**src/rtl/rfp_pkg.sv**
```systemverilog
// Shared types, constants and the CRC-16 byte update for the radio frame parser.
package rfp_pkg;

    localparam int HdrLen   = 13;
    localparam int MinFrame = 16;
    localparam logic [15:0] CrcPoly = 16'h1021;

    typedef logic [3:0] t_hdr_idx;
    typedef logic [HdrLen-1:0][7:0] t_hdr_bytes;

    typedef enum logic [1:0] {
        ST_OK      = 2'd0,
        ST_CRC_ERR = 2'd1,
        ST_SHORT   = 2'd2
    } t_status;

    typedef struct packed {
        logic     clr;
        logic     en;
        t_hdr_idx idx;
        logic [7:0] data;
    } t_hdr_wr;

    typedef struct packed {
        logic        valid;
        logic        is_summary;
        logic [7:0]  payload_byte;
        logic [1:0]  frame_status;
        logic [15:0] frame_control;
        logic [7:0]  sequence_number;
        logic [15:0] dest_pan;
        logic [15:0] dest_address;
        logic [15:0] source_pan;
        logic [15:0] source_address;
        logic [7:0]  frame_type;
        logic [7:0]  payload_size;
        logic [7:0]  frame_length;
    } t_result;

    // One byte of CRC-16 (poly 0x1021, MSB first), eight shift steps unrolled.
    function automatic logic [15:0] crc16_byte(input logic [15:0] crc, input logic [7:0] b);
        logic [15:0] c;
        c = crc ^ {b, 8'h00};
        for (int k = 0; k < 8; k++) begin
            if (c[15]) begin
                c = {c[14:0], 1'b0} ^ CrcPoly;
            end else begin
                c = {c[14:0], 1'b0};
            end
        end
        return c;
    endfunction

endpackage

```
**src/rtl/rfp_hdr_store.sv**
```systemverilog
// Header byte registers, written one byte per beat and cleared at frame start.
module rfp_hdr_store (
    input  logic               i_clk,
    input  logic               i_rst_n,
    input  rfp_pkg::t_hdr_wr   i_wr,
    output rfp_pkg::t_hdr_bytes o_hdr
);
    import rfp_pkg::*;

    t_hdr_bytes r_hdr;
    t_hdr_bytes n_hdr;

    always_comb begin
        n_hdr = r_hdr;
        if (i_wr.clr) begin
            n_hdr = '0;
        end else if (i_wr.en) begin
            for (int k = 0; k < HdrLen; k++) begin
                if (i_wr.idx == t_hdr_idx'(k)) begin
                    n_hdr[k] = i_wr.data;
                end
            end
        end
    end

    always_ff @(posedge i_clk) begin
        if (!i_rst_n) begin
            r_hdr <= '0;
        end else begin
            r_hdr <= n_hdr;
        end
    end

    assign o_hdr = r_hdr;

endmodule

```
**src/rtl/rfp_parse_core.sv**
```systemverilog
// Frame tracking state, running CRC and result decision for one received byte.
module rfp_parse_core (
    input  logic                i_clk,
    input  logic                i_rst_n,
    input  logic                i_step,
    input  logic [7:0]          i_data,
    input  logic                i_start,
    input  rfp_pkg::t_hdr_bytes i_hdr,
    output rfp_pkg::t_hdr_wr    o_hdr_wr,
    output rfp_pkg::t_result    o_result
);
    import rfp_pkg::*;

    logic        r_in_frame, n_in_frame;
    logic [7:0]  r_pos, n_pos;
    logic [7:0]  r_len, n_len;
    logic [15:0] r_crc, n_crc;
    logic [7:0]  r_crc_hi, n_crc_hi;

    logic [7:0]  p8;
    logic [8:0]  p9;
    logic [8:0]  n9;
    logic        body;

    function automatic t_result make_summary(input t_hdr_bytes h, input t_status st,
                                             input logic [7:0] len);
        t_result r;
        r                 = '0;
        r.valid           = 1'b1;
        r.is_summary      = 1'b1;
        r.frame_status    = st;
        r.frame_control   = {h[0], h[1]};
        r.sequence_number = h[2];
        r.dest_pan        = {h[3], h[4]};
        r.dest_address    = {h[5], h[6]};
        r.source_pan      = {h[7], h[8]};
        r.source_address  = {h[9], h[10]};
        r.frame_type      = h[11];
        r.payload_size    = h[12];
        r.frame_length    = len;
        return r;
    endfunction

    assign p8   = r_pos + 8'd1;
    assign p9   = {1'b0, r_pos} + 9'd1;
    assign n9   = {1'b0, r_len};
    // Bytes ahead of the two CRC bytes are covered by the CRC.
    assign body = (p9 + 9'd3) <= n9;

    always_comb begin
        n_in_frame = r_in_frame;
        n_pos      = r_pos;
        n_len      = r_len;
        n_crc      = r_crc;
        n_crc_hi   = r_crc_hi;
        o_hdr_wr   = '0;
        o_result   = '0;
        if (i_step) begin
            if (i_start) begin
                n_len         = i_data - 8'd1;
                n_pos         = '0;
                n_crc_hi      = '0;
                n_crc         = crc16_byte(16'h0000, i_data);
                o_hdr_wr.clr  = 1'b1;
                if (n_len <= 8'd1) begin
                    // Empty or one-byte frame closes on its own length byte.
                    n_in_frame = 1'b0;
                    o_result   = make_summary('0, ST_SHORT, n_len);
                end else begin
                    n_in_frame = 1'b1;
                end
            end else if (r_in_frame) begin
                n_pos = p8;
                if (body) begin
                    n_crc = crc16_byte(r_crc, i_data);
                    if (p9 <= 9'(HdrLen)) begin
                        o_hdr_wr.en   = 1'b1;
                        o_hdr_wr.idx  = t_hdr_idx'(p8 - 8'd1);
                        o_hdr_wr.data = i_data;
                    end else begin
                        o_result.valid        = 1'b1;
                        o_result.payload_byte = i_data;
                    end
                end else if ((p9 + 9'd2) == n9) begin
                    n_crc_hi = i_data;
                end else begin
                    n_in_frame = 1'b0;
                    if (r_len < 8'(MinFrame)) begin
                        o_result = make_summary(i_hdr, ST_SHORT, r_len);
                    end else if ({r_crc_hi, i_data} == r_crc) begin
                        o_result = make_summary(i_hdr, ST_OK, r_len);
                    end else begin
                        o_result = make_summary(i_hdr, ST_CRC_ERR, r_len);
                    end
                end
            end
        end
    end

    always_ff @(posedge i_clk) begin
        if (!i_rst_n) begin
            r_in_frame <= 1'b0;
            r_pos      <= '0;
            r_len      <= '0;
            r_crc      <= '0;
            r_crc_hi   <= '0;
        end else begin
            r_in_frame <= n_in_frame;
            r_pos      <= n_pos;
            r_len      <= n_len;
            r_crc      <= n_crc;
            r_crc_hi   <= n_crc_hi;
        end
    end

endmodule

```
**src/rtl/radio_frame_parser_crc16_check.sv**
```systemverilog
// Top level of the receive frame parser with CRC-16/XMODEM check.
//
// Input channel (i_valid / o_ready) carries one received byte per beat plus a
// start flag that marks the length byte of a new frame. Output channel
// (o_valid / i_ready) carries one result per beat: either a payload byte or an
// end-of-frame summary with the header fields, the frame length and a status
// of ok, CRC mismatch or too short.
// A byte is registered on acceptance and processed when it advances from the input
// register; its result, if any, is registered in the output register. One byte is
// taken every cycle while the output is not stalled; the whole CRC byte update sits
// between the input register and the running CRC register.
// When the receiver stalls, the output register holds its result and the input
// register holds the next byte; o_ready drops once both are full and rises in
// the cycle that the output is taken. Bytes that yield no result still wait
// for a free output slot.
// Reset (synchronous, active low) empties both registers, closes any open
// frame and clears the running CRC and stored header.
module radio_frame_parser_crc16_check (
    input  logic        i_clk,
    input  logic        i_rst_n,
    input  logic        i_valid,
    output logic        o_ready,
    input  logic [7:0]  i_data_byte,
    input  logic        i_frame_start,
    output logic        o_valid,
    input  logic        i_ready,
    output logic        o_is_summary,
    output logic [7:0]  o_payload_byte,
    output logic [1:0]  o_frame_status,
    output logic [15:0] o_frame_control,
    output logic [7:0]  o_sequence_number,
    output logic [15:0] o_dest_pan,
    output logic [15:0] o_dest_address,
    output logic [15:0] o_source_pan,
    output logic [15:0] o_source_address,
    output logic [7:0]  o_frame_type,
    output logic [7:0]  o_payload_size,
    output logic [7:0]  o_frame_length
);
    import rfp_pkg::*;

    logic       r_in_valid;
    logic [7:0] r_in_data;
    logic       r_in_start;
    logic       r_out_valid;
    t_result    r_out;

    logic       adv;
    t_hdr_wr    hdr_wr;
    t_hdr_bytes hdr;
    t_result    result;

    assign adv     = r_in_valid && (!r_out_valid || i_ready);
    assign o_ready = !r_in_valid || adv;

    always_ff @(posedge i_clk) begin
        if (!i_rst_n) begin
            r_in_valid <= 1'b0;
        end else if (o_ready) begin
            r_in_valid <= i_valid;
        end
    end

    always_ff @(posedge i_clk) begin
        if (o_ready && i_valid) begin
            r_in_data  <= i_data_byte;
            r_in_start <= i_frame_start;
        end
    end

    rfp_hdr_store u_hdr_store (
        .i_clk   (i_clk),
        .i_rst_n (i_rst_n),
        .i_wr    (hdr_wr),
        .o_hdr   (hdr)
    );

    rfp_parse_core u_parse_core (
        .i_clk    (i_clk),
        .i_rst_n  (i_rst_n),
        .i_step   (adv),
        .i_data   (r_in_data),
        .i_start  (r_in_start),
        .i_hdr    (hdr),
        .o_hdr_wr (hdr_wr),
        .o_result (result)
    );

    always_ff @(posedge i_clk) begin
        if (!i_rst_n) begin
            r_out_valid <= 1'b0;
        end else if (adv && result.valid) begin
            r_out_valid <= 1'b1;
        end else if (i_ready) begin
            r_out_valid <= 1'b0;
        end
    end

    always_ff @(posedge i_clk) begin
        if (adv && result.valid) begin
            r_out <= result;
        end
    end

    assign o_valid           = r_out_valid;
    assign o_is_summary      = r_out.is_summary;
    assign o_payload_byte    = r_out.payload_byte;
    assign o_frame_status    = r_out.frame_status;
    assign o_frame_control   = r_out.frame_control;
    assign o_sequence_number = r_out.sequence_number;
    assign o_dest_pan        = r_out.dest_pan;
    assign o_dest_address    = r_out.dest_address;
    assign o_source_pan      = r_out.source_pan;
    assign o_source_address  = r_out.source_address;
    assign o_frame_type      = r_out.frame_type;
    assign o_payload_size    = r_out.payload_size;
    assign o_frame_length    = r_out.frame_length;

    // A passing CRC check is only possible on a full-size frame.
    a_ok_needs_min_len: assert property (@(posedge i_clk) disable iff (!i_rst_n)
        o_valid && o_is_summary && (o_frame_status == ST_OK) |->
            (o_frame_length >= 8'(MinFrame)))
        else $error("ok status on a frame shorter than the minimum");

    // Payload beats carry no summary content.
    a_payload_clean: assert property (@(posedge i_clk) disable iff (!i_rst_n)
        o_valid && !o_is_summary |-> (o_frame_status == ST_OK) && (o_frame_length == 8'd0))
        else $error("payload beat with summary fields set");

    // A byte held in the input register is not lost while the output is blocked.
    a_in_hold: assert property (@(posedge i_clk) disable iff (!i_rst_n)
        r_in_valid && !adv |=> r_in_valid && $stable(r_in_data) && $stable(r_in_start))
        else $error("input register changed while stalled");

    // The status code 3 is never produced.
    a_status_range: assert property (@(posedge i_clk) disable iff (!i_rst_n)
        adv && result.valid |-> (result.frame_status == ST_OK) ||
            (result.frame_status == ST_CRC_ERR) || (result.frame_status == ST_SHORT))
        else $error("undefined frame status");

endmodule
```
**config.mk**
```make
export PLATFORM = sky130hd
export DESIGN_NAME = radio_frame_parser_crc16_check
export DESIGN_NICKNAME = d
export VERILOG_FILES = /design/src/rtl/rfp_pkg.sv /design/src/rtl/rfp_hdr_store.sv /design/src/rtl/rfp_parse_core.sv /design/src/rtl/radio_frame_parser_crc16_check.sv
export SDC_FILE = /design/constraint.sdc
export NUM_CORES = 1
export LEC_CHECK = 0
export BUFFER_PORTS_ARGS = -buffer_cell sky130_fd_sc_hd__buf_2
export CAP_MARGIN = 15
export CORE_ASPECT_RATIO = 0.9
export CORE_MARGIN = 2
export CORE_UTILIZATION = 34
export CTS_BUF_LIST = sky130_fd_sc_hd__clkbuf_16
export DETAILED_ROUTE_END_ITERATION = 8
export SYNTH_ARGS = -nofsm -noshare
export SYNTH_HDL_FRONTEND = slang
export SYNTH_SLANG_ARGS = --single-unit
```
**constraint.sdc**
```tcl
create_clock -name i_clk -period 13 [get_ports i_clk]
set_input_delay 0.65 -clock i_clk [delete_from_list [all_inputs] [get_ports i_clk]]
set_output_delay 0.65 -clock i_clk [all_outputs]
set_load 0.1 [all_outputs]
```
==> impl_results.md, run 1 <==
* Outcome: finished, final reports clean
* H-tree depth at 1
* Setup ws final at roughly 5.7 ns
* Detailed Route Iter0 Violations at 520
* Largest net degree at the start of global routing at 108
* Slew Limit Fails at 0
* DP Wirelength at roughly 20000 microns
* Net Count, Synth at 1156
* Clk_lat worst skew at 0.56 ns
* Crit path top cell by count: ha_1
* Die Y at 186 microns
* Synthesized area per cell at ~11 sq um
* # diodes at 0
* Via/cell ratio at 4.93
* Commonest non-fill, non-tap cell in the layout: nor2_1
* CP max FO at 64
* Total gr overflow at 0
* Ys Warns at 0
* Maximum buffer depth of the clock tree at 3
* Kind of critical path: reg -> reg
* Proportion of layout cells with a drive suffix above 1 at 18.8%
* Period utilisation layout at a little under three fifths
* Critical path's slowest cell: o32ai_4
* CTS sink cnt at 279
* Critical path capture point type: register
* Core Util, Final at 40.6%
* Remaining antenna violation count after routing at 0
* Critical path launch point type: register
* Mapped cell area at 0.0126 sq mm
* Post-synthesis register bit count at 279
* Synth area leader: edfxtp_1
* Drt drc at 0
* Primary FF master, synth: dfxtp_1
* Antenna violations before repair at 0
* Worst-Margin Slew at 1.10 ns
* Min Tclk post-route at 7.26 ns
* Slew margin rel. at 25.9%
* EDFF count, synth at around 130
* Final Hold Viols at 0
* Synth area leaders: edfxtp_1 (32%), dfxtp_1 (23%), mux2i_1 (8.3%)
* Critical path arrival at 7.45 ns
* Max-cap violation count at 0
* DR pass1 iterations at 5
* Initial Util at around a third
* GPL Wtd Cong at between 0.8 and 0.9
* CTS tree: yes
* Crit-path max cell delay at 0.88 ns
* Setup violators final at 0
* Total global-route track usage at between 10% and 20%
* Mapped Cells at roughly 1100
* Total die area at ~0.039 sq mm
* IO Pins at 138
* Leak at 5.29 nW
* TritonCTS Buffers at 31
* Setup TNS at 0 ns
* Worst Hold Slack at approximately 0.26 ns
* Fillcell total at between 3000 and 4000
* FMAX at 138 MHz
* Post-CTS Hold Buffers at 0
* Total core area at 0.0363 sq mm
* Num rows at 66
* Die X at 207 microns
* RSZ-0062 raised after global routing: no
* Vias in the first global route at 8228
* Post-synth top area share at 31.6%
* Routed len/inst at around 18 microns
* First-pass GRT wire length at 48400 microns
* Synth-to-Final Area Change at 17.3%
* Worst-path clk slew at 0.06 ns
* Synth unique cells at 70
* Place WS at 5.76 ns
* Clk_skew at about 0.012 ns
* CP required at around 13 ns
* Post-synth ARST share at 0%
* Final WL at 30900 microns
* Clk root buf: clkbuf_16
* Worst VDD drop at 0.0911 mV
* Total vias in the final route at about 8500
* Post-CTS resize count at 0
* Most frequent cells in the layout: nor2_1 (149), dfxtp_1 (147), buf_2 (137), edfxtp_1 (132), and2_1 (116)
* # nets final at 1264
* Hold Path Class: in -> reg
* Worst path cell trace: ha_1 > nor2b_1 > or2_2 > ha_1 > a21boi_0 > o21ai_1 > a21oi_1 > nand2_1 > xnor2_1 > ha_1 > nand4_1 > or2_2 > a21oi_1 > o21a_1 > and2_1 > nor3_1 > o32ai_4 > buf_4 > buf_4
* Register area share after synthesis at 55.0%
* Pwr Density at 126 mW/mm^2
* Setup Buffers After CTS at 0
* I/O Buffers at between 100 and 150
-- layer usage --
metal	vias up	wire [microns]	GRT usage [%]
met5	-	0	0
met4	0	898	5.33
met3	47	1380	2.10
met2	195	13800	24.2
met1	4144	14900	23.5
li1	4158	-	-
-- final timing paths --
kind | from | endpoint | slack, ns | cells after the start
worst min register to register | u_hdr_store.o_hdr[22]$_SDFFE_PP0P_ | u_hdr_store.o_hdr[22]$_SDFFE_PP0P_ | 0.48 | 2
worst max-delay path | u_parse_core.r_pos[0]$_SDFFE_PN0P_ | o_dest_pan[1]$_SDFFCE_PN0P_ | 5.74 | 19
worst max register to register | u_parse_core.r_pos[0]$_SDFFE_PN0P_ | o_dest_pan[1]$_SDFFCE_PN0P_ | 5.74 | 19
worst min-delay path | i_data_byte[2] | r_in_data[2]$_DFFE_PP_ | 0.26 | 1
-- Yosys cell counts, drive strengths merged, types with 24 or more instances --
library cell / instances
nand2: 28
mux2i: 104
edfxtp: 132
and2: 117
o21ai: 31
nand3: 32
xnor2: 53
clkbuf: 64
nor4: 29
dfxtp: 147
nor2: 150
a21oi: 25
inv: 24
xor2: 30
-- cell type report --
class	instances	area (sq um)	area share (%)
clock inverter	24	145	0.985
inverter	25	93.8	0.637
sequential	279	6910	46.9
multi-input combinational	742	5330	36.2
clock buffer	33	826	5.60
timing repair buffer	155	841	5.71
tap	476	596	4.04
-- cell families after synthesis --
logic type	synth area share, %
flops	55.0
compound gates	6.43
mux	8.38
buf+inv	3.38
simple gates	19.0
fa+ha+maj	1.69
xor+xnor	6.17
-- registers in the layout, summed over array words and instances (netlist names) --
| signal | flops |
|---|---|
| u_parse_core.r_in_frame | 1 |
| r_in_data | 8 |
| o_is_summary | 1 |
| r_in_valid | 1 |
| u_parse_core.r_pos | 8 |
| u_parse_core.r_crc_hi | 8 |
| u_hdr_store.o_hdr | 104 |
| o_frame_type | 8 |
| o_source_pan | 16 |
| o_frame_control | 16 |
| o_frame_length | 8 |
| o_dest_address | 16 |
| o_source_address | 16 |
| o_valid | 1 |
| o_sequence_number | 8 |
| u_parse_core.r_len | 8 |
| o_payload_size | 8 |
| r_in_start | 1 |
| o_frame_status | 2 |
| u_parse_core.r_crc | 16 |
| o_dest_pan | 16 |
| o_payload_byte | 8 |
-- report_power, final --
| group | switching, mW | leakage [nW] | total, mW | internal [mW] |
|---|---|---|---|---|
| clock | 0.354 | 0.509 | 0.830 | 0.476 |
| combinational | 0.0674 | 2.29 | 0.0978 | 0.0303 |
| sequential | 0.0141 | 2.49 | 0.935 | 0.921 |
| total | 0.435 | 5.29 | 1.86 | 1.43 |
-- critical path: cells and delay by family, from the launching register on --
family	cells	cell delay (ns)
flip-flops	1	0.71
AO/OA/AOI/OAI	6	2.02
XOR/XNOR	1	0.13
adder cells (fa/ha/maj)	3	1.06
AND/OR/NAND/NOR	7	1.48
buffers and inverters	2	1.43
-- stage by stage --
step | cells | power (mW) | instance area [sq um]
4_1_cts | 1733 | 1.88 | 14700
5_1_grt | 1734 | 1.93 | 14700
3_5_place_dp | 1676 | 1.05 | 13700
6_report | 1734 | 1.86 | 14700
2_1_floorplan | 1126 | 1.02 | 12600
3_3_place_gp | 1675 | 1.05 | 13700
Note: power is estimated with default switching activity, not from simulation.
==> inputs of run 2 (changes only) <==
==> constraint.sdc (replaced) <==
create_clock -name i_clk -period 6 [get_ports i_clk]
set_input_delay 0.3 -clock i_clk [delete_from_list [all_inputs] [get_ports i_clk]]
set_output_delay 0.3 -clock i_clk [all_outputs]
set_load 0.1 [all_outputs]
==> run 2 against run 1 <==
Effect of this change:
- clock power up 120%
- sequential cell count stayed put
- cell count grew 0.58%
- total power up 120%
- maximum frequency up 42%
- largest power group unchanged
- sequential power up 120%
- utilization rose by 0.59 points
- setup slack got worse by 4.8 ns
- register-to-register slack lost 4.8 ns
- combinational power is 120% higher
- non-clock buffer count is 11 higher
- wire length hardly changed
==> impl_results.md, run 2 (synthesized netlist as in run 1, its figures left out) <==
* CTS sink cnt at 279 (unchanged)
* # nets final at 1274 (+0.79%)
* Critical path capture point type: register
* Final WL at 30900 microns (about the same)
* Critical path's slowest cell: o21ai_4
* Die Y at 186 microns (unchanged)
* First-pass GRT wire length at 47800 microns (-1.3%)
* # diodes at 0 (unchanged)
* Total vias in the final route at 8601 (+0.67%)
* Via/cell ratio at 4.93 (about the same)
* Kind of critical path: reg -> reg
* Crit path buffers/inverters at 1 (-1)
* Antenna violations before repair at 2 (+2)
* Synth-to-Final Area Change at 19.0%
* Num rows at 66 (unchanged)
* Outcome: finished, final reports clean
* Critical path launch point type: register
* Crit-path max cell delay at 0.73 ns (-0.15 ns)
* Worst-Margin Slew at 1.14 ns (+0.0372 ns)
* Vias in the first global route at 8316 (+1.1%)
* Worst VDD drop at 0.195 mV (+110%)
* Power consumption at 4.07 mW (+120%)
* FF+latch area at 0.00691 sq mm (about the same)
* RSZ-0062 raised after global routing: no
* Clk_lat worst skew at 0.58 ns (+0.02 ns)
* Max-cap violation count at 0 (unchanged)
* CTS tree: yes
* Pwr Density at 272 mW/mm^2 (+120%)
* CP max FO at 109 (+70%)
* Commonest non-fill, non-tap cell in the layout: nor2_1
* Min Tclk post-route at 5.10 ns (-2.15 ns)
* CP delay by family, top: compound AO/OA/AOI/OAI gates
* Detailed Route Iter0 Violations at 576 (+11%)
* FMAX at 196 MHz (+42%)
* Remaining antenna violation count after routing at 0 (unchanged)
* Proportion of layout cells with a drive suffix above 1 at 19.7% (+0.88 points)
* DP Wirelength at 19900 microns (-0.76%)
* Multi-input logic area at 0.00542 sq mm (+1.7%)
* Critical path arrival at 5.30 ns (-2.15 ns)
* Hold Path Class: in -> reg
* DR pass1 iterations at 5 (unchanged)
* Setup violators final at 0 (unchanged)
* Drt drc at 0 (unchanged)
* Total global-route track usage at 15.7% (-0.24 points)
* Cells on worst reg2reg path at 17 (-2)
* IO Pins at 138 (unchanged)
* Worst path cell trace: ha_4 > nor2b_2 > or2_4 > ha_4 > a21boi_1 > o21ai_2 > a21oi_2 > nand2_1 > xnor2_1 > ha_1 > nand4_1 > or2_4 > o211ai_1 > o21ai_4 > nor2_1 > o32ai_4 > buf_12
* Die X at 207 microns (unchanged)
* Routed len/inst at 17.7 microns (-0.64%)
* H-tree depth at 1 (unchanged)
* TritonCTS Buffers at 30 (-3.2%)
* Worst-path clk slew at 0.06 ns (about the same)
* I/O Buffers at 137 (unchanged)
* Maximum buffer depth of the clock tree at 3 (unchanged)
* Slew margin rel. at 24.0% (-1.9 points)
* Slew Limit Fails at 0 (unchanged)
* Most frequent cells in the layout: nor2_1 (149), dfxtp_1 (145), buf_2 (137), edfxtp_1 (132), and2_1 (115)
* Setup TNS at 0 ns (unchanged)
* Initial Util at 34.7% (unchanged)
* Clk root buf: clkbuf_16
* CP required at 6.20 ns (-6.99 ns)
* Total core area at 0.0363 sq mm (unchanged)
* Hold Crit Depth at 4 (+3)
* Critical path depth at 17 (-2)
* Fillcell total at 3459 (+0.44%)
* Final Hold Viols at 0 (unchanged)
* Period utilisation layout at 85.1% (+29 points)
* Leak at 5.34 nW (+0.98%)
* Flip-flop count of the largest register after layout at 104 (unchanged)
* Total gr overflow at 0 (unchanged)
* Largest net degree at the start of global routing at 110 (+1.9%)
* GPL Wtd Cong at 0.826 (-4.4%)
* Total die area at 0.0385 sq mm (unchanged)
* Clk_skew at 0.0206 ns (+0.00849 ns)
run 2: final timing paths:
| check | endpoint | from | slack, ns |
|---|---|---|---|
| worst min-delay path | r_in_valid$_SDFFE_PN0N_ | i_ready | 0.10 |
| worst max register to register | o_source_address[1]$_SDFFCE_PN0P_ | u_parse_core.r_pos[0]$_SDFFE_PN0P_ | 0.90 |
| worst max-delay path | o_source_address[1]$_SDFFCE_PN0P_ | u_parse_core.r_pos[0]$_SDFFE_PN0P_ | 0.90 |
| worst min register to register | u_hdr_store.o_hdr[7]$_SDFFE_PP0P_ | u_hdr_store.o_hdr[7]$_SDFFE_PP0P_ | 0.48 |
run 2: final cells by class:
class,count,share of cell area [%]
flip-flops and latches,279,46.2
multi-input cells,742,36.2
repair buffers,166,6.38
clock buffers,31,5.19
well taps,476,3.98
clock inverters,25,1.31
inverters,25,0.695
run 2: power breakdown:
| group | internal, mW | leakage [nW] | switching (mW) |
|---|---|---|---|
| Combinational | 0.0705 | 2.34 | 0.150 |
| Clock | 1.06 | 0.505 | 0.770 |
| Sequential | 1.99 | 2.50 | 0.0291 |
| Total | 3.12 | 5.34 | 0.949 |
run 2: metal layers:
metal	vias up	share of wire [%]	track usage (%)
met5	-	0	0
met3	48	4.1	2.41
met1	4185	48	22.5
li1	4175	-	-
met4	0	2.1	4.18
met2	193	46	24.7
run 2: worst min-delay path, cell delays in order:
cell and delay [ns]:
buf_2 0.08, nor2b_1 0.06, a21oi_1 0.14, nor2_1 0.04
run 2: what timing repair did:
| item | 4_1_cts | 5_1_grt |
|---|---|---|
| hold buffers | 10 | 0 |
| buffers inserted | 0 | 0 |
| endpoints found under the hold margin | 10 | 0 |
| resized for setup | 0 | 0 |
| endpoints found under the setup margin | 0 | 0 |
run 2: stage by stage:
| stage | setup slack (ns) | area (sq um) | hold WS [ns] | util (%) | std cells |
|---|---|---|---|---|---|
| 2_1_floorplan | -0.451 | 12800 | 0.399 | - | 1126 |
| 3_3_place_gp | 1.10 | 13900 | 0.464 | 38.3 | 1678 |
| 3_5_place_dp | 0.969 | 13900 | 0.472 | 38.3 | 1678 |
| 4_1_cts | 0.923 | 15000 | 0.0778 | 41.2 | 1744 |
| 5_1_grt | 0.554 | 15000 | 0.107 | 41.2 | 1744 |
| 6_report | 0.895 | 15000 | 0.100 | 41.2 | 1744 |
==> inputs of run 3 (changes only) <==
==> constraint.sdc (replaced) <==
create_clock -name i_clk -period 4.8 [get_ports i_clk]
set_input_delay 0.24 -clock i_clk [delete_from_list [all_inputs] [get_ports i_clk]]
set_output_delay 0.24 -clock i_clk [all_outputs]
set_load 0.1 [all_outputs]
==> run 3 against run 2 <==
Effect of this change:
- global-route usage grew 0.43 points
- clock power increased by 27%
- design area grew 1.9%
- setup slack worse by 0.47 ns
- critical path depth grew 2
- clock-buffer cell count is the same
- clock skew is 0.0020 ns lower
- maximum frequency up 17%
- critical path type unchanged
==> impl_results.md, run 3 (synthesized netlist as in run 1, its figures left out) <==
* Outcome: finished, final reports clean
* TritonCTS Buffers at 30 (unchanged)
* Largest net degree at the start of global routing at 105 (-4.5%)
* Commonest non-fill, non-tap cell in the layout: nor2_1
* I/O Buffers at 137 (unchanged)
* Clk_lat worst skew at 0.56 ns (-0.02 ns)
* CP required at 5.04 ns (-1.16 ns)
* Maximum buffer depth of the clock tree at 3 (unchanged)
* Kind of critical path: reg -> reg
* Num rows at 66 (unchanged)
* H-tree depth at 1 (unchanged)
* DR pass1 iterations at 5 (unchanged)
* Die Y at 186 microns (unchanged)
* Slew Limit Fails at 0 (unchanged)
* CTS sink cnt at 279 (unchanged)
* Drt drc at 0 (unchanged)
* Critical path launch point type: register
* Place WS at 0.454 ns (-0.515 ns)
* CP max FO at 16 (-85%)
* Setup TNS at 0 ns (unchanged)
* Detailed Route Iter0 Violations at 647 (+12%)
* DP Area at 0.0141 sq mm (+1.7%)
* Total gr overflow at 0 (unchanged)
* Part of the power in combinational logic at 5.5% (about the same)
* Final WL at 31300 microns (+1.3%)
* Clk_skew at 0.0186 ns (-0.00202 ns)
* Critical path capture point type: register
* Total vias in the final route at 8596 (-0.058%)
* Total core area at 0.0363 sq mm (unchanged)
* Hold Path Class: in -> reg
* Core Util, Final at 42.0% (+0.80 points)
* Vias in the first global route at 8506 (+2.3%)
* R2R Path Start: u_parse_core.r_pos[0]$_SDFFE_PN0P_
* RSZ-0062 raised after global routing: no
* Total global-route track usage at 16.2% (+0.43 points)
* Initial Util at 34.7% (unchanged)
* Pwr Density at 337 mW/mm^2 (+24%)
* Net Switching at 1.17 mW (+23%)
* Worst-path clk slew at 0.06 ns (about the same)
* # diodes at 0 (unchanged)
* CTS tree: yes
* Slew margin rel. at 29.6% (+5.6 points)
* Via/cell ratio at 4.86 (-1.5%)
* Worst-Margin Slew at 1.05 ns (-0.0876 ns)
* Period utilisation layout at 91.1% (+6.1 points)
* Final Hold Viols at 0 (unchanged)
* Die X at 207 microns (unchanged)
* Synth-to-Final Area Change at 21.3%
* Proportion of layout cells with a drive suffix above 1 at 21.6% (+1.9 points)
* Hold Startpoint: i_ready
* Flip-flop count of the largest register after layout at 104 (unchanged)
* # nets final at 1300 (+2.0%)
* Final instance area at 0.0152 sq mm (+1.9%)
* Fillcell total at 3407 (-1.5%)
* Sw Share at 22.8% (-0.51 points)
* Total die area at 0.0385 sq mm (unchanged)
* Most frequent cells in the layout: nor2_1 (149), dfxtp_1 (145), buf_2 (137), edfxtp_1 (132), and2_1 (115)
* Min Tclk post-route at 4.37 ns (-0.730 ns)
* Antenna violations before repair at 0 (-2)
* Routed len/inst at 17.7 microns (-0.16%)
* Power Internal at 3.97 mW (+27%)
* Clock network fraction of total power at 45.3% (+0.4 points)
* Clk root buf: clkbuf_16
* Remaining antenna violation count after routing at 0 (unchanged)
* GPL Wtd Cong at 0.841 (+1.8%)
* IO Pins at 138 (unchanged)
* Sequential share of power at 49.2% (-0.5 points)
* Worst VDD drop at 0.248 mV (+27%)
* Setup crit start: u_parse_core.r_pos[0]$_SDFFE_PN0P_
* Critical path arrival at 4.61 ns (-0.69 ns)
* Setup ws final at 0.425 ns (-0.470 ns)
* First-pass GRT wire length at 49200 microns (+3.0%)
* Setup violators final at 0 (unchanged)
* Max-cap violation count at 0 (unchanged)
* DP Wirelength at 20300 microns (+2.3%)
* Leak at 5.51 nW (+3.2%)
* FMAX at 229 MHz (+17%)
## run 3: metal layers
layer / GRT usage (%) / vias up / routed length [microns]
li1: - / 4248 / -
met2: 25.2 / 181 / 14300
met1: 23.6 / 4139 / 15100
met4: 3.71 / 0 / 521
met5: 0 / - / 0
met3: 2.34 / 28 / 1340
## run 3: timing repair
| item | CTS | global route |
|---|---|---|
| endpoints found under the hold margin | 10 | 0 |
| hold buffers | 10 | 0 |
| resized for setup | 0 | 0 |
| setup endpoints to repair | 0 | 0 |
| buffers inserted | 0 | 0 |
## run 3: worst max-delay path: stages, from the launching register on
cell      delay [ns]
dfxtp_2         0.47
ha_4            0.23
nor2b_2         0.19
or2_4           0.19
ha_4            0.19
a21boi_1        0.20
o21ai_2         0.09
a21oi_2         0.18
nand2_1         0.09
xnor2_1         0.15
ha_1            0.29
nand4_1         0.07
or2_4           0.26
a21oi_2         0.20
o21a_1          0.22
and2_4          0.25
nor3_4          0.07
o32ai_4         0.27
buf_12          0.20
buf_4           0.26
## run 3: final timing paths
kind | slack (ns) | cells past startpoint | end
worst max-delay path | 0.43 | 19 | o_source_address[14]$_SDFFCE_PN0P_
worst min-delay path | 0.06 | 4 | r_in_valid$_SDFFE_PN0N_
worst max register to register | 0.43 | 19 | o_source_address[14]$_SDFFCE_PN0P_
worst min register to register | 0.48 | 2 | u_hdr_store.o_hdr[65]$_SDFFE_PP0P_
## run 3: metrics by stage
step / hold slack (ns) / total power [mW] / std cells
2_1_floorplan: 0.339 / 2.79 / 1126
3_3_place_gp: 0.416 / 2.85 / 1703
3_5_place_dp: 0.418 / 2.85 / 1703
4_1_cts: 0.0439 / 5.19 / 1769
5_1_grt: 0.0741 / 5.32 / 1770
6_report: 0.0578 / 5.14 / 1770
## run 3: cell type report
type	instances	area [sq um]	share of cell area (%)
Clock buffer	31	776	5.09
Clock inverter	25	220	1.44
Inverter	25	104	0.681
Multi-Input combinational cell	742	5420	35.5
Sequential cell	279	6910	45.3
Tap cell	476	596	3.91
Timing Repair Buffer	192	1220	8.00
## run 3: power groups by stage
stage	clock, mW	sequential, mW	combinational [mW]
global route	2.48	2.53	0.311
detailed placement	0	2.58	0.274
finish	2.33	2.53	0.285
floorplan	0	2.58	0.207
global placement	0	2.58	0.271
CTS	2.38	2.53	0.282
